--- config.mk ---
export PLATFORM = sky130hd
export DESIGN_NAME = pulse_width_ook_frame_modulator
export DESIGN_NICKNAME = d
export VERILOG_FILES = /design/src/rtl/core/pwook_pkg.sv /design/src/rtl/core/pwook_queue.sv /design/src/rtl/core/pwook_core.sv /design/src/rtl/core/pulse_width_ook_frame_modulator.sv
export SDC_FILE = /design/constraint.sdc
export NUM_CORES = 1
export LEC_CHECK = 0
export BUFFER_PORTS_ARGS = -buffer_cell sky130_fd_sc_hd__buf_2
export CAP_MARGIN = 20
export CORE_UTILIZATION = 55
export DETAILED_ROUTE_END_ITERATION = 10
export PLACE_DENSITY = 0.76
export SYNTH_ARGS = -nofsm -noshare
export SYNTH_HDL_FRONTEND = slang
export SYNTH_SLANG_ARGS = --single-unit
--- constraint.sdc ---
create_clock -name clock -period 7.1 [get_ports clock]
set_clock_uncertainty 0.05 [all_clocks]
set_input_delay 1.065 -clock clock [delete_from_list [all_inputs] [get_ports clock]]
set_output_delay 1.065 -clock clock [all_outputs]
set_load 0.03 [all_outputs]
--- src/rtl/core/pwook_pkg.sv ---
// Package for the pulse-width OOK frame modulator.
// Holds the frame queue entry type, control/status structs and fixed constants.
// No dependencies.
`default_nettype none

package pwook_pkg;

   // Frame queue geometry
   localparam int QUEUE_DEPTH    = 16;
   localparam int QUEUE_AW       = $clog2(QUEUE_DEPTH);
   localparam int COUNT_W        = $clog2(QUEUE_DEPTH + 1);
   localparam int MAX_FRAME_BITS = 32;

   // Field widths
   localparam int FRAME_W = 32;
   localparam int LEN_W   = 6;
   localparam int IDX_W   = 5;
   localparam int CFG_W   = 16;
   localparam int GAP_W   = 25;

   // Gap multipliers and reset values
   localparam int STARTUP_MULT  = 300;
   localparam int SEQUENCE_MULT = 20;
   localparam logic [CFG_W-1:0] SYMBOL_PERIOD_RESET = 16'd512;
   localparam logic [CFG_W-1:0] FRAME_GAP_RESET     = 16'd1024;
   localparam logic [GAP_W-1:0] GAP_RESET           = 25'd307200;

   typedef enum logic [0:0] {
      CSR_SYMBOL_PERIOD = 1'b0,
      CSR_FRAME_GAP     = 1'b1
   } csr_index_type;

   typedef enum logic [0:0] {
      MODE_TICK    = 1'b0,
      MODE_ENQUEUE = 1'b1
   } mode_type;

   typedef struct packed {
      logic [FRAME_W-1:0] bits;
      logic [LEN_W-1:0]   length;
      logic               ends_sequence;
   } frame_type;

   typedef struct packed {
      logic [COUNT_W-1:0] count;
      logic               full;
      frame_type          head;
   } queue_status_type;

   typedef struct packed {
      logic push;
      logic pop;
   } queue_ctrl_type;

   typedef struct packed {
      logic done;
      logic sending;
   } core_status_type;

endpackage

`default_nettype wire

--- src/rtl/core/pwook_queue.sv ---
// Frame queue of the pulse-width OOK modulator: register storage with head/tail/count.
// Depends on pwook_pkg.
`default_nettype none

module pwook_queue (
   input  wire logic                       clock,
   input  wire logic                       reset,
   input  wire pwook_pkg::queue_ctrl_type  ctrl,
   input  wire pwook_pkg::frame_type       push_frame,
   output      pwook_pkg::queue_status_type status
);
   import pwook_pkg::*;

   frame_type          entry_ff [QUEUE_DEPTH];
   logic [QUEUE_AW-1:0] head_ff, head_in;
   logic [QUEUE_AW-1:0] tail_ff, tail_in;
   logic [COUNT_W-1:0]  count_ff, count_in;

   // Advance pointers and occupancy
   always_comb begin
      head_in  = head_ff;
      tail_in  = tail_ff;
      count_in = count_ff;
      if (ctrl.push) begin
         tail_in = tail_ff + QUEUE_AW'(1);
      end
      if (ctrl.pop) begin
         head_in = head_ff + QUEUE_AW'(1);
      end
      if (ctrl.push && !ctrl.pop) begin
         count_in = count_ff + COUNT_W'(1);
      end else if (ctrl.pop && !ctrl.push) begin
         count_in = count_ff - COUNT_W'(1);
      end
   end

   always_ff @(posedge clock) begin
      if (reset) begin
         head_ff  <= '0;
         tail_ff  <= '0;
         count_ff <= '0;
      end else begin
         head_ff  <= head_in;
         tail_ff  <= tail_in;
         count_ff <= count_in;
      end
   end

   // Store the pushed frame at the tail; entries need no reset
   always_ff @(posedge clock) begin
      if (ctrl.push) begin
         entry_ff[tail_ff] <= push_frame;
      end
   end

   assign status = '{count: count_ff,
                     full:  (count_ff == COUNT_W'(QUEUE_DEPTH)),
                     head:  entry_ff[head_ff]};

endmodule

`default_nettype wire

--- src/rtl/core/pwook_core.sv ---
// Symbol timing and gap sequencer of the pulse-width OOK modulator.
// Produces one sample per tick transfer and drives queue push/pop. Depends on pwook_pkg.
`default_nettype none

module pwook_core (
   input  wire logic                           clock,
   input  wire logic                           reset,
   input  wire logic                           item_valid,
   input  wire pwook_pkg::mode_type            mode,
   input  wire logic [pwook_pkg::CFG_W-1:0]    symbol_period,
   input  wire logic [pwook_pkg::CFG_W-1:0]    frame_gap,
   input  wire logic                           ifs_write,
   input  wire logic [pwook_pkg::CFG_W-1:0]    ifs_write_value,
   input  wire pwook_pkg::queue_status_type    qstat,
   output      pwook_pkg::queue_ctrl_type      qctrl,
   output      logic                           sample,
   output      logic                           load_accepted,
   output      pwook_pkg::core_status_type     status
);
   import pwook_pkg::*;

   logic               done_ff, done_in;
   logic [GAP_W-1:0]   gap_ff, gap_in;
   logic               sending_ff, sending_in;
   logic [LEN_W-1:0]   symidx_ff, symidx_in;
   logic [CFG_W-1:0]   ticks_ff, ticks_in;
   logic [FRAME_W-1:0] bits_ff, bits_in;
   logic [LEN_W-1:0]   length_ff, length_in;
   logic               ends_ff, ends_in;
   logic               seq_pending_ff, seq_pending_in;

   logic               tick;
   logic [LEN_W-1:0]   cur_idx;
   logic [CFG_W-1:0]   cur_ticks;
   logic [CFG_W+1:0]   three_len;
   logic [CFG_W-1:0]   high_time;
   logic               cur_bit;

   assign tick = item_valid && (mode == MODE_TICK) && !done_ff;

   // Symbol position after a possible rollover
   assign cur_idx   = (ticks_ff == '0) ? symidx_ff + LEN_W'(1) : symidx_ff;
   assign cur_ticks = (ticks_ff == '0) ? symbol_period : ticks_ff;
   assign cur_bit   = bits_ff[cur_idx[IDX_W-1:0]];
   assign three_len = {1'b0, symbol_period, 1'b0} + (CFG_W+2)'(symbol_period);
   assign high_time = cur_bit ? three_len[CFG_W+1:2] : (symbol_period >> 2);

   always_comb begin
      done_in        = done_ff;
      gap_in         = gap_ff;
      sending_in     = sending_ff;
      symidx_in      = symidx_ff;
      ticks_in       = ticks_ff;
      bits_in        = bits_ff;
      length_in      = length_ff;
      ends_in        = ends_ff;
      seq_pending_in = seq_pending_ff;
      // Enqueue when there is room
      qctrl.push     = item_valid && (mode == MODE_ENQUEUE) && !qstat.full;
      qctrl.pop      = 1'b0;
      sample         = 1'b0;

      if (tick) begin
         if (!sending_ff) begin
            // Count down gaps, then insert the sequence gap, finish or load
            if (gap_ff != '0) begin
               gap_in = gap_ff - GAP_W'(1);
            end else if (seq_pending_ff) begin
               seq_pending_in = 1'b0;
               gap_in         = GAP_W'(frame_gap) * GAP_W'(SEQUENCE_MULT);
            end else if (qstat.count == '0) begin
               done_in = 1'b1;
            end else begin
               bits_in    = qstat.head.bits;
               length_in  = qstat.head.length;
               ends_in    = qstat.head.ends_sequence;
               qctrl.pop  = 1'b1;
               symidx_in  = '0;
               ticks_in   = symbol_period;
               sending_in = 1'b1;
            end
         end else begin
            symidx_in = cur_idx;
            ticks_in  = cur_ticks;
            if (cur_idx < length_ff) begin
               // Output high during the first high_time ticks of the symbol
               sample = ((CFG_W+1)'(high_time) + (CFG_W+1)'(cur_ticks))
                        > (CFG_W+1)'(symbol_period);
               if (cur_ticks != '0) begin
                  ticks_in = cur_ticks - CFG_W'(1);
               end
            end else begin
               // End-of-frame tick: start the inter-frame gap
               sending_in = 1'b0;
               gap_in     = GAP_W'(frame_gap);
               if (ends_ff) begin
                  seq_pending_in = 1'b1;
               end
            end
         end
      end

      // Reload the startup gap on a frame gap write
      if (ifs_write) begin
         gap_in = GAP_W'(ifs_write_value) * GAP_W'(STARTUP_MULT);
      end
   end

   assign load_accepted = qctrl.push;

   always_ff @(posedge clock) begin
      if (reset) begin
         done_ff        <= 1'b0;
         gap_ff         <= GAP_RESET;
         sending_ff     <= 1'b0;
         symidx_ff      <= '0;
         ticks_ff       <= '0;
         bits_ff        <= '0;
         length_ff      <= '0;
         ends_ff        <= 1'b0;
         seq_pending_ff <= 1'b0;
      end else begin
         done_ff        <= done_in;
         gap_ff         <= gap_in;
         sending_ff     <= sending_in;
         symidx_ff      <= symidx_in;
         ticks_ff       <= ticks_in;
         bits_ff        <= bits_in;
         length_ff      <= length_in;
         ends_ff        <= ends_in;
         seq_pending_ff <= seq_pending_in;
      end
   end

   assign status = '{done: done_in, sending: sending_ff};

endmodule

`default_nettype wire

--- src/rtl/core/pulse_width_ook_frame_modulator.sv ---
// Pulse-width on-off-keying frame modulator, top level.
// Usage:
//   req channel: each transfer is one item. tuser selects the kind: 0 is a
//   sample tick, 1 enqueues a frame (tdata bits, length; tlast marks the
//   last frame of a sequence). Frames wait in a 16-entry queue; a full queue
//   rejects the enqueue.
//   rsp channel: exactly one transfer per req transfer, in order, carrying
//   the carrier sample, whether the enqueue was stored, and the sticky
//   finished flag.
//   csr channel: register 0 is the symbol period, register 1 the frame gap;
//   writing the frame gap reloads the startup gap to 300 times the new value.
//   Always ready; write it only while no items are in flight.
// Timing: a req transfer is captured in the input register, then its result in
//   the result register, which drives rsp_tvalid. One item per cycle is
//   sustained while rsp_tready stays high; the update is one single pass.
// Reset: synchronous, active high. Clears the queue, the sequencer and the
//   handshake, and restores a symbol period of 512, a frame gap of 1024 and a
//   startup gap of 307200 ticks.
// Stall: when rsp_tready is low the result holds; the input register still
//   takes one more item, then req_tready drops until the result moves.
`default_nettype none

module pulse_width_ook_frame_modulator (
   input  wire logic                         clock,
   input  wire logic                         reset,
   // req_tdata: frame_bits[31:0], frame_length[37:32], zero pad[39:38]
   input  wire logic                         req_tvalid,
   output      logic                         req_tready,
   input  wire logic [39:0]                  req_tdata,
   input  wire logic                         req_tlast,
   // req_tuser: mode[0]
   input  wire logic                         req_tuser,
   // rsp_tdata: sample[0], load_accepted[1], finished[2], zero pad[7:3]
   output      logic                         rsp_tvalid,
   input  wire logic                         rsp_tready,
   output      logic [7:0]                   rsp_tdata,
   input  wire logic                         csr_valid,
   output      logic                         csr_ready,
   input  wire pwook_pkg::csr_index_type     csr_index,
   input  wire logic [pwook_pkg::CFG_W-1:0]  csr_data
);
   import pwook_pkg::*;

   logic               in_valid_ff;
   mode_type           in_mode_ff;
   frame_type          in_frame_ff;
   frame_type          req_frame;
   logic               out_valid_ff;
   logic               out_sample_ff;
   logic               out_accepted_ff;
   logic               out_finished_ff;
   logic [CFG_W-1:0]   symbol_period_ff;
   logic [CFG_W-1:0]   frame_gap_ff;

   logic               out_free;
   logic               advance;
   logic               req_fire;
   logic               csr_fire;
   logic               ifs_write;
   logic               core_sample;
   logic               core_accepted;
   queue_ctrl_type     qctrl;
   queue_status_type   qstat;
   core_status_type    cstat;

   // Handshake between the two register stages
   assign out_free   = !out_valid_ff || rsp_tready;
   assign advance    = in_valid_ff && out_free;
   assign req_tready = !in_valid_ff || advance;
   assign req_fire   = req_tvalid && req_tready;
   assign csr_ready  = 1'b1;
   assign csr_fire   = csr_valid && csr_ready;
   assign ifs_write  = csr_fire && (csr_index == CSR_FRAME_GAP);

   // Saturate the frame length on capture
   always_comb begin
      req_frame.bits          = req_tdata[FRAME_W-1:0];
      req_frame.length        = req_tdata[FRAME_W+LEN_W-1:FRAME_W];
      req_frame.ends_sequence = req_tlast;
      if (req_frame.length > LEN_W'(MAX_FRAME_BITS)) begin
         req_frame.length = LEN_W'(MAX_FRAME_BITS);
      end
   end

   // Input register
   always_ff @(posedge clock) begin
      if (reset) begin
         in_valid_ff <= 1'b0;
      end else if (req_fire) begin
         in_valid_ff <= 1'b1;
      end else if (advance) begin
         in_valid_ff <= 1'b0;
      end
   end

   always_ff @(posedge clock) begin
      if (req_fire) begin
         in_mode_ff  <= mode_type'(req_tuser);
         in_frame_ff <= req_frame;
      end
   end

   // Configuration registers
   always_ff @(posedge clock) begin
      if (reset) begin
         symbol_period_ff <= SYMBOL_PERIOD_RESET;
         frame_gap_ff     <= FRAME_GAP_RESET;
      end else if (csr_fire) begin
         case (csr_index)
            CSR_SYMBOL_PERIOD: symbol_period_ff <= csr_data;
            CSR_FRAME_GAP:     frame_gap_ff     <= csr_data;
            default: ;
         endcase
      end
   end

   pwook_queue u_queue (
      .clock      (clock),
      .reset      (reset),
      .ctrl       (qctrl),
      .push_frame (in_frame_ff),
      .status     (qstat)
   );

   pwook_core u_core (
      .clock           (clock),
      .reset           (reset),
      .item_valid      (advance),
      .mode            (in_mode_ff),
      .symbol_period   (symbol_period_ff),
      .frame_gap       (frame_gap_ff),
      .ifs_write       (ifs_write),
      .ifs_write_value (csr_data),
      .qstat           (qstat),
      .qctrl           (qctrl),
      .sample          (core_sample),
      .load_accepted   (core_accepted),
      .status          (cstat)
   );

   // Result register
   always_ff @(posedge clock) begin
      if (reset) begin
         out_valid_ff <= 1'b0;
      end else if (advance) begin
         out_valid_ff <= 1'b1;
      end else if (rsp_tready) begin
         out_valid_ff <= 1'b0;
      end
   end

   always_ff @(posedge clock) begin
      if (advance) begin
         out_sample_ff   <= core_sample;
         out_accepted_ff <= core_accepted;
         out_finished_ff <= cstat.done;
      end
   end

   assign rsp_tvalid = out_valid_ff;
   assign rsp_tdata  = {5'b0, out_finished_ff, out_accepted_ff, out_sample_ff};

`ifndef ASSERT_OFF
   // Finished flag is sticky
   a_done_sticky: assert property (@(posedge clock) disable iff (reset)
      cstat.done |=> cstat.done)
      else $error("finished flag dropped");

   // No frame is in progress once finished
   a_done_idle: assert property (@(posedge clock) disable iff (reset)
      !(cstat.done && cstat.sending))
      else $error("sending after finished");

   // A result never carries both a sample and an accepted enqueue
   a_rsp_exclusive: assert property (@(posedge clock) disable iff (reset)
      rsp_tvalid |-> !(rsp_tdata[0] && rsp_tdata[1]))
      else $error("sample and load_accepted both set");

   // Queue occupancy stays within depth and never pops when empty
   a_queue_bounds: assert property (@(posedge clock) disable iff (reset)
      (qstat.count <= COUNT_W'(QUEUE_DEPTH)) && !(qctrl.pop && qstat.count == '0))
      else $error("queue occupancy out of range");
`endif

endmodule

`default_nettype wire

Word level (Yosys, flattened, before mapping)

Memory sizes are Yosys's and may differ from the RTL's. A register that Yosys moved wholly into a read port is not among the register bits.
Cells that the tools add are included.

Register bits after elaboration: 140
Input bits: 64
Output and inout bits: 11
Logic and storage cells: 131
Memory bits (writable): 624
Memories: 1

Muxes and demuxes: 45
$add $sub $neg: 9
Bitwise logic cells: 6
Reductions and logical operators: 36
Multiply operators: 2
Order comparisons: 4
Equal/unequal tests: 7

Memories:

| memory           | words | bits a word | read ports | clocked after Yosys merged registers in | wr ports | line              | text |
|---|---|---|---|---|---|---|---|
| u_queue.entry_ff | 16    | 39          | 1          | 1                                       | 1        | pwook_queue.sv:14 | `frame_type entry_ff [QUEUE_DEPTH];` |

Operators with widths:

| kind                                               | number |
|---|---|
| 2-to-1 mux 25 bit                                  | 6 |
| 2-to-1 mux 16 bit                                  | 8 |
| 2-to-1 mux 6 bit                                   | 5 |
| nonzero test 25 bit                                | 1 |
| subtractor 25 x 1 -> 25 bit, second input constant | 1 |
| multiplier 16 x 7 -> 23 bit, second input constant | 1 |
| 2-to-1 mux 1 bit                                   | 23 |
| multiplier 16 x 3 -> 19 bit, second input constant | 1 |
| adder 17 x 16 -> 18 bit                            | 1 |
| adder 16 x 16 -> 17 bit                            | 1 |
| > comparator 17 x 16 -> 1 bit                      | 1 |
| zero test 16 bit                                   | 1 |
| nonzero test 16 bit                                | 1 |
| subtractor 16 x 1 -> 16 bit, second input constant | 1 |
| 2-to-1 mux 5 bit                                   | 2 |
| logical AND 1 bit                                  | 9 |
| AND reduction 3 bit                                | 3 |
| adder 4 x 1 -> 4 bit, second input constant        | 2 |
| AND reduction 4 bit                                | 2 |
| nonzero test 2 bit                                 | 4 |
| adder 6 x 1 -> 6 bit, second input constant        | 1 |
| > comparator 6 bit, second input constant          | 1 |
| zero test 1 bit                                    | 6 |
| < comparator 5 x 6 -> 1 bit, second input constant | 1 |
| 16 further kinds                                   | 26 |

Longest topological paths before layout

Gate-level depths: netlist (run 1).

Depth after elaboration: 9
Depth in mapped cells: 29
Gate-level depth less buffers: 26

By module

From an unflattened synthesis (run 1), not the netlist that was laid out.

Cell total of the unflattened synthesis: 2602
Area total of the unflattened synthesis: 37437.2 um2

By module, submodules not included:

| module                          | sequential area each (um2) | cells each | times used | area an instance (um2) |
|---|---|---|---|---|
| pwook_queue                     | 19078.3                    | 1054       | 1          | 24209.5 |
| pwook_core                      | 1781.7                     | 1354       | 1          | 10403.7 |
| pulse_width_ook_frame_modulator | 1971.9                     | 194        | 1          | 2824.0 |

Worst setup path after synthesis (run 1)

OpenSTA, ideal clock, no wires.

Kind: register to register
Start point: register u_core.ticks_ff[5]
End point: register out_sample_ff, data pin
Data required time: 6.775 ns
Setup time: 0.275 ns
Stages on the path, launching flop included: 29
Arrival: 6.318 ns
Slack: 0.457 ns
Buffers on the path: 3
Period minus slack after synthesis: 6.643 ns
Cell sequence: dfxtp_1 or4_1 buf_2 or4_1 buf_2 nor2_2 nand4_1 xnor2_1 a211oi_1 a211o_1 a32oi_4 buf_6 mux2i_1 ha_1 fa_1 a21o_1 a21oi_1 o211ai_1 a41oi_1 o21bai_1 a21oi_1 nor2_1 nor2_1 xnor2_1 ha_1 nand4_1 or4_1 o21ai_0 a311oi_1

Cells in the longest elaborated chain, start to end: 7
Elaborated cells on any way between the ends: 10
Classes of those cells: 1 x add/sub; 2 x order compare; 5 x mux; 2 x reduce/logical

Ends and longest elaborated chain:

| element                                | line                                   | text |
|---|---|---|
| start: declaration                     | pwook_core.sv:26                       | `logic [CFG_W-1:0] ticks_ff, ticks_in;` |
| start signal: assignment               | pwook_core.sv:127                      | `ticks_ff <= ticks_in;` |
| zero test 16 bit                       | pwook_core.sv:42, pwook_core.sv:43     |  |
| 2-to-1 mux 6 bit                       | pwook_core.sv:42                       | `assign cur_idx = (ticks_ff == '0) ? symidx_ff + LEN_W'(1) : symidx_ff;` |
| binary-select mux 1 bit (select 5 bit) | pwook_core.sv:44                       | `assign cur_bit = bits_ff[cur_idx[IDX_W-1:0]];` |
| 2-to-1 mux 1 bit (implied by the code) | pwook_core.sv:44                       |  |
| 2-to-1 mux 16 bit                      | pwook_core.sv:46                       | `assign high_time = cur_bit ? three_len[CFG_W+1:2] : (symbol_period >> 2);` |
| adder 16 x 16 -> 17 bit                | pwook_core.sv:87                       | `sample = ((CFG_W+1)'(high_time) + (CFG_W+1)'(cur_ticks))` |
| > comparator 17 x 16 -> 1 bit          | pwook_core.sv:88                       | `> (CFG_W+1)'(symbol_period);` |
| end signal: assignment                 | pulse_width_ook_frame_modulator.sv:154 | `out_sample_ff <= core_sample;` |
| end: declaration                       | pulse_width_ook_frame_modulator.sv:49  | `logic out_sample_ff;` |

Parallel ways exist; a longest one is shown, timed or not. The select of a mux whose other input is x is not followed.
A chain may end at the register's enable or synchronous reset.

Worst setup path in the final report (run 1)

Ends and elaborated chain as after synthesis.

==> results by group, run 1 <==
Status
  – Status: finished clean

Setup path
  – Critical setup path kind: reg2reg
  – Reg2Reg Setup Slack: 0.29 ns
  – R2r endpoint: out_sample_ff$_SDFFCE_PN0P_
  – Worst R2R Path Depth: 25
  – CP max-delay cell: or4_4
  – Worst path depth: 25
  – Crit-path leading delay family: simple AND/OR/NAND/NOR gates
  – Worst-path fanout max: 5
  – Critical Path Start Type: register
  – Req. time, crit path: 7.38 ns
  – CP most frequent cell: a21oi_1
  – CP bufs+invs: 2
  – Critical Path AT: 7.10 ns
  – CP max stage delay: 0.61 ns
  – Reg2reg start: u_core.ticks_ff[5]$_SDFFE_PP0P_
  – CP Capture Type: register

Clock network
  – CTS tree: done
  – Clock tree sinks: 803
  – Cts bufs inserted: between 80 and 90
  – Clock-pin slew on the worst setup and hold paths: about 0.070 ns
  – Clock Latency Late Sink: 0.65 ns
  – CTS root buffer: clkbuf_16
  – Worst-case clock buffer depth: 3
  – Htree depth: 3

Pwr
  – Power per cell area: 251.1 mW/mm^2
  – Clk pwr share: 40.2%
  – Part of the power in combinational logic: 8.9%
  – Sw frac: between 20% and 30%
  – Maximum vdd drop: roughly 0.23 mV
  – Sequential share of power: 50.8%
  – Static Leak: 14.16 nW
  – Switching pwr: roughly 0.0025 W
  – Internal power: between 0.007 and 0.008 W

Detailed routing
  – Pre-antenna DRT Iters: 5
  – Routed WL per cell: 25.19 um
  – Via count: 22400
  – Iteration-0 DRC Markers: 2034
  – Final wirelength: 89030 um
  – # DRC: 0
  – ANT nets after route: 0
  – Vias per inst: between 6 and 7

Placement
  – Placed Area: 0.03849 sq mm
  – # port buffers: 66
  – Final GP Congestion: 0.8877
  – DPL Wire Length: 52090 um
  – Placed insts: 3385
  – Pre-CTS worst setup slack: 0.09275 ns

Floorplan
  – I/O pins: 75
  – Die Height: roughly 260 um
  – Die area: 0.06840 sq mm
  – Row count: 94
  – Initial Util: a little under three fifths
  – Die Wd: around 260 um
  – Core area: 0.06622 sq mm

Cells and area
  – Synthesis-to-finish area growth: 11.13%
  – Fin nets: 2853
  – Commonest non-fill, non-tap cell in the layout: edfxtp_1
  – FF/Latch Area: 0.02276 sq mm
  – Cell area after layout: 0.04117 sq mm
  – Multi-input gate area: 0.01351 sq mm
  – Post-route insts no fill: 3534
  – Commonest non-fill, non-tap cells in the layout: edfxtp_1 (667), nand2_1 (214), mux4_2 (198)
  – Share of cells above drive strength 1: 18.32%
  – Fillcell total: 4689

Timing
  – Final hold vios: 0
  – Slew at the pin closest to its max-slew limit: 1.067 ns
  – Final setup margin: ~0.29 ns
  – Final min period: roughly 7 ns
  – Max Freq: 146.8 MHz
  – Setup_tns: 0 ns
  – Slew Viols, Final: 0
  – Worst slew margin: roughly 29%
  – Final-report setup violation count: 0
  – Final worst-path cycle share: 95.96%

Global route
  – GRT Util Overall: 26.63%
  – Initial antenna violation count: 1
  – Number of global-route vias before repair: 22670
  – Total gr overflow: 0
  – Global-route wire length before repair: 135400 um
  – Largest net degree at the start of global routing: 136

Synthesis
  – Yosys reg bits: 803
  – Synth Cell Area: roughly 0.037 sq mm
  – Synth Instances: 2531
  – YS warnings: 0
  – Top_reg_cell synth: edfxtp_1
  – Post-synthesis sequential area ratio: 61.41%
  – Post-synth cell types: 75
  – Ys async rst share: 0%
  – Synth Area per Inst: 14.64 sq um
  – Yosys top cell by area: edfxtp_1
  – Post-synth top area share: a little over half
  – EDFF count, synth: around 670
  – Top cells by area, synth: edfxtp_1 (54%), mux4_2 (12%), dfxtp_1 (7.3%)

Hold path
  – Worst min path class: reg2reg
  – Endpoint with the worst hold slack: u_core.bits_ff[4]$_SDFFE_PP0P_
  – HP Start: u_core.bits_ff[4]$_SDFFE_PP0P_
  – WHS Path Cells: 2

Run
  – Max cap viols: 0
## synthesized netlist by cell type (12+ instances only)
cell,number
o21ai_0,52
clkbuf_1,83
nor4_1,12
nand4_1,14
a21o_1,29
xor2_1,33
nand3_1,23
inv_1,119
nor2b_1,18
dfxtp_1,136
a21oi_1,183
o21a_1,17
mux4_2,198
ha_1,155
mux2i_1,19
buf_1,29
nor2_1,148
nor3_1,44
a221oi_1,20
or3_1,16
xnor2_1,57
a31oi_1,12
edfxtp_1,667
fa_1,27
nand2_1,214
nand2b_1,12
a211oi_1,24
## per-layer routing
metal | GRT usage, % | vias up | share of wire [%]
li1 | - | 9881 | -
met1 | 34.49 | 11380 | 39
met2 | 45.76 | 942 | 51
met3 | 3.997 | 202 | 6.5
met4 | 9.625 | 0 | 3.2
met5 | 0 | - | 0
## area by class of cell
type / instances / share of cell area [%]
inverters: 121 / 1.103
multi-input cells: 1484 / 32.81
well taps: 864 / 2.626
clock inverters: 39 / 0.7628
flip-flops and latches: 803 / 55.29
repair buffers: 116 / 1.842
clock buffers: 106 / 5.558
diodes: 1 / 0.006078
## stage by stage
| step | hold slack [ns] | utilization (%) | power (W) |
|---|---|---|---|
| 2_1_floorplan | 0.3817 | - | 0.006004 |
| 3_3_place_gp | 0.3979 | 58.09 | 0.006216 |
| 3_5_place_dp | 0.3997 | 58.12 | 0.006256 |
| 4_1_cts | 0.4115 | 62.05 | 0.01038 |
| 5_1_grt | 0.4312 | 62.18 | 0.01069 |
| 6_report | 0.4105 | 62.18 | 0.01034 |
## how the worst max path moves through the flow
stage                                    startpoint                          end
floorplan           u_core.ticks_ff[5]$_SDFFE_PP0P_  out_sample_ff$_SDFFCE_PN0P_
global placement    u_core.ticks_ff[5]$_SDFFE_PP0P_  out_sample_ff$_SDFFCE_PN0P_
detailed placement  u_core.ticks_ff[5]$_SDFFE_PP0P_  out_sample_ff$_SDFFCE_PN0P_
CTS                 u_core.ticks_ff[5]$_SDFFE_PP0P_  out_sample_ff$_SDFFCE_PN0P_
global route        u_core.ticks_ff[5]$_SDFFE_PP0P_  out_sample_ff$_SDFFCE_PN0P_
finish              u_core.ticks_ff[5]$_SDFFE_PP0P_  out_sample_ff$_SDFFCE_PN0P_
## cell families (layout without fill, tap and decap cells)
logic type	count (synthesis)	in the layout	share of synthesized area, %
flops	803	803	61.41
simple gates	551	551	6.896
compound gates	429	429	7.382
buf+inv	248	382	2.648
mux	226	226	12.82
fa+ha+maj	182	182	6.693
xor+xnor	90	90	2.128
other cells	2	7	0.02027
## what timing repair did
item / 4_1_cts / 5_1_grt
buffers inserted: 0 / 3
gates resized for setup: 0 / 13
setup endpoints to repair: 0 / 1
hold buffers: 0 / 0
## flip-flops by register name, summed over array words and instances, names as in the netlist, 4 cells and up
name / cells
u_queue.entry_ff: 624
in_frame_ff: 39
u_core.bits_ff: 32
u_core.gap_ff: 25
frame_gap_ff: 16
symbol_period_ff: 16
u_core.ticks_ff: 16
u_core.length_ff: 6
u_core.symidx_ff: 6
u_queue.count_ff: 5
u_queue.head_ff: 4
u_queue.tail_ff: 4
## worst min-delay path, stage by stage (launching register included)
cell	delay, ns
dfxtp_1	0.32
nand2_1	0.05
a21oi_1	0.05
## power groups by stage
stage / Clock, W / Sequential [W] / Combinational (W)
2_1_floorplan: 0 / 0.00531 / 0.000689
3_3_place_gp: 0 / 0.00534 / 0.000875
3_5_place_dp: 0 / 0.00535 / 0.000904
4_1_cts: 0.00422 / 0.00525 / 0.000914
5_1_grt: 0.00439 / 0.00526 / 0.00104
6_report: 0.00416 / 0.00525 / 0.000924
Power figures use the tool's default switching activity.
==> run 2: changes to the inputs <==
- PLACE_DENSITY: 0.76 -> 0.8
- TNS_END_PERCENT: default -> 5
==> run 2 against run 1 <==
  * Largest power group unchanged
  * Maximum frequency decreased by 0.84%
  * Critical path depth increased by 2
  * Global-route usage increased by 0.43 points
  * First-iteration DRC count increased by 17%
  * Clock-buffer cell count increased by 9
  * Non-clock buffer count increased by 5
  * Wire length increased by 2.9%
  * Clock power about the same
==> results by group, run 2 (synthesis results as in run 1) <==
Cells and area
  – Synthesis-to-finish area growth: 11.33% (was 11.13%)
  – Largest registers: u_queue.entry_ff (624), in_frame_ff (39), u_core.bits_ff (32) (unchanged)
  – Commonest non-fill, non-tap cell in the layout: edfxtp_1 (unchanged)
  – # diodes: 0 (was 1)
  – Top reg by flops: u_queue.entry_ff (unchanged)
  – Fin nets: 2858 (was 2853)
  – Share of cells above drive strength 1: 18.02% (was 18.32%)
  – Post-route insts no fill: 3544 (was 3534)
  – Max reg flops: 624 (unchanged)
  – Commonest non-fill, non-tap cells in the layout: edfxtp_1 (667), nand2_1 (214), mux4_2 (198) (unchanged)

Detailed routing
  – Pre-antenna DRT Iters: 6 (was 5)
  – Routed WL per cell: 25.86 um (was 25.19 um)
  – Final wirelength: 91640 um (was 89030 um)
  – # DRC: 0 (unchanged)
  – Iteration-0 DRC Markers: 2380 (was 2034)
  – Vias per inst: 6.480 (was 6.338)
  – Via count: 22970 (was 22400)
  – ANT nets after route: 0 (unchanged)

Timing
  – Slew at the pin closest to its max-slew limit: 1.097 ns (was 1.067 ns)
  – Max Freq: 145.5 MHz (was 146.8 MHz)
  – Setup_tns: 0 ns (unchanged)
  – Hold Slack: 0.4139 ns (was 0.4105 ns)
  – Worst slew margin: 26.69% (was 28.70%)
  – Slew Viols, Final: 0 (unchanged)
  – Final min period: 6.871 ns (was 6.813 ns)
  – Final worst-path cycle share: 96.77% (was 95.96%)
  – Final-report setup violation count: 0 (unchanged)
  – Final hold vios: 0 (unchanged)
  – Final setup margin: 0.2292 ns (was 0.2866 ns)

Floorplan
  – Core area: 0.06622 sq mm (unchanged)
  – I/O pins: 75 (unchanged)
  – Die Wd: 261.5 um (unchanged)
  – Die area: 0.06840 sq mm (unchanged)
  – Die Height: 261.5 um (unchanged)
  – Row count: 94 (unchanged)
  – Initial Util: 55.95% (unchanged)

Clock network
  – CTS tree: done (unchanged)
  – Htree depth: 3 (unchanged)
  – CTS root buffer: clkbuf_16 (unchanged)
  – Clock Latency Late Sink: 0.63 ns (was 0.65 ns)
  – Cts bufs inserted: 81 (unchanged)
  – Clock-pin slew on the worst setup and hold paths: 0.06 ns (was 0.07 ns)
  – Worst-case clock buffer depth: 3 (unchanged)
  – CTS Hold Bufs: 0 (unchanged)
  – Clock tree sinks: 803 (unchanged)

Placement
  – DPL Wire Length: 52640 um (was 52090 um)
  – # port buffers: 66 (unchanged)
  – Pre-CTS worst setup slack: 0.2997 ns (was 0.09275 ns)
  – Final GP Congestion: 0.9219 (was 0.8877)
  – Placed insts: 3390 (was 3385)

Global route
  – Total gr overflow: 0 (unchanged)
  – Initial antenna violation count: 1 (unchanged)
  – Number of global-route vias before repair: 23040 (was 22670)
  – GRT Util Overall: 27.05% (was 26.63%)
  – Largest net degree at the start of global routing: 118 (was 136)
  – Global-route wire length before repair: 137500 um (was 135400 um)

Setup path
  – Worst R2R Path Depth: 27 (was 25)
  – Reg2reg start: u_core.ticks_ff[6]$_SDFFE_PP0P_ (was u_core.ticks_ff[5]$_SDFFE_PP0P_)
  – Worst-path fanout max: 10 (was 5)
  – CP Capture Type: register (unchanged)
  – Req. time, crit path: 7.39 ns (was 7.38 ns)
  – Critical Path AT: 7.16 ns (was 7.10 ns)
  – Critical setup path kind: reg2reg (unchanged)
  – Reg2Reg Setup Slack: 0.23 ns (was 0.29 ns)
  – R2r endpoint: out_sample_ff$_SDFFCE_PN0P_ (unchanged)
  – Critical Path Start Type: register (unchanged)

Hold path
  – HP Start: u_core.ends_ff$_SDFFE_PP0P_ (was u_core.bits_ff[4]$_SDFFE_PP0P_)
  – Worst min path class: reg2reg (unchanged)
  – Endpoint with the worst hold slack: u_core.ends_ff$_SDFFE_PP0P_ (was u_core.bits_ff[4]$_SDFFE_PP0P_)
  – WHS Path Cells: 2 (unchanged)

Pwr
  – Maximum vdd drop: 0.2406 mV (was 0.2313 mV)
  – Power per cell area: 251.5 mW/mm^2 (was 251.1 mW/mm^2)
  – Static Leak: 14.21 nW (was 14.16 nW)

Run
  – Max cap viols: 0 (unchanged)

Status
  – Status: finished clean (unchanged)
-- run 2: cell type report --
cell class              instances  area, sq um
multi-input cells            1484        13480
repair buffers                121        875.8
well taps                     864         1081
inverters                     121        454.2
flip-flops and latches        803        22760
clock inverters                36        377.9
clock buffers                 115         2217
fillers                      4592        24970
-- run 2: worst max-delay path: stages (launching register included) --
cell and delay [ns]:
dfxtp_1 0.34, or4_1 0.56, or4_1 0.58, nor2_2 0.14, buf_4 0.22, o31a_1 0.26, o22ai_1 0.13, o41a_1 0.44
o21ai_1 0.14, a32oi_4 0.16, buf_12 0.16, mux2i_1 0.12, ha_1 0.22, fa_1 0.42, a21o_1 0.20, a21oi_1 0.27
o211ai_1 0.21, a41oi_2 0.27, o21bai_1 0.12, a21oi_2 0.19, nor2_1 0.08, nor2_1 0.11, xnor2_1 0.08, ha_1 0.32
nand4_1 0.10, or4_1 0.50, o21ai_0 0.09, a311oi_1 0.11
-- run 2: repair_timing --
item / CTS / global route
endpoints found under the setup margin: 0 / 1
endpoints found under the hold margin: 0 / 0
resized for setup: 0 / 5
setup buffers: 0 / 1
-- run 2: report_power, final --
part	leakage (nW)	switching [W]	internal [W]
logic	5.81	0.000547	0.000390
registers	7.15	0.0000998	0.00515
clock network	1.25	0.00183	0.00236
total	14.2	0.00247	0.00790
-- run 2: how the worst max path moves through the flow --
stage                                    start                     endpoint  slack [ns]  cells after the start
6_report       u_core.ticks_ff[6]$_SDFFE_PP0P_  out_sample_ff$_SDFFCE_PN0P_        0.23                     27
5_1_grt        u_core.ticks_ff[5]$_SDFFE_PP0P_  out_sample_ff$_SDFFCE_PN0P_      -0.008                     27
4_1_cts        u_core.ticks_ff[5]$_SDFFE_PP0P_  out_sample_ff$_SDFFCE_PN0P_        0.25                     27
3_5_place_dp   u_core.ticks_ff[5]$_SDFFE_PP0P_  out_sample_ff$_SDFFCE_PN0P_        0.30                     26
3_3_place_gp   u_core.ticks_ff[5]$_SDFFE_PP0P_  out_sample_ff$_SDFFCE_PN0P_        0.35                     26
2_1_floorplan  u_core.ticks_ff[5]$_SDFFE_PP0P_  out_sample_ff$_SDFFCE_PN0P_        0.46                     28
-- run 2: layer usage --
layer  up-vias  GRT usage (%)  wire length, um
li1       9905              -                -
met5         -              0               19
met4         2          10.35             3114
met3       226          4.743             7498
met2      1250          45.04            45280
met1     11580          35.65            35730
-- run 2: through the flow --
| stage | area [sq um] | power (W) | utilization (%) |
|---|---|---|---|
| after floorplan | 37060 | 0.006004 | - |
| after global placement | 38480 | 0.006216 | 58.11 |
| after detailed placement | 38550 | 0.006259 | 58.22 |
| after CTS | 41150 | 0.01041 | 62.14 |
| after global routing | 41250 | 0.01072 | 62.29 |
| final | 41250 | 0.01037 | 62.29 |
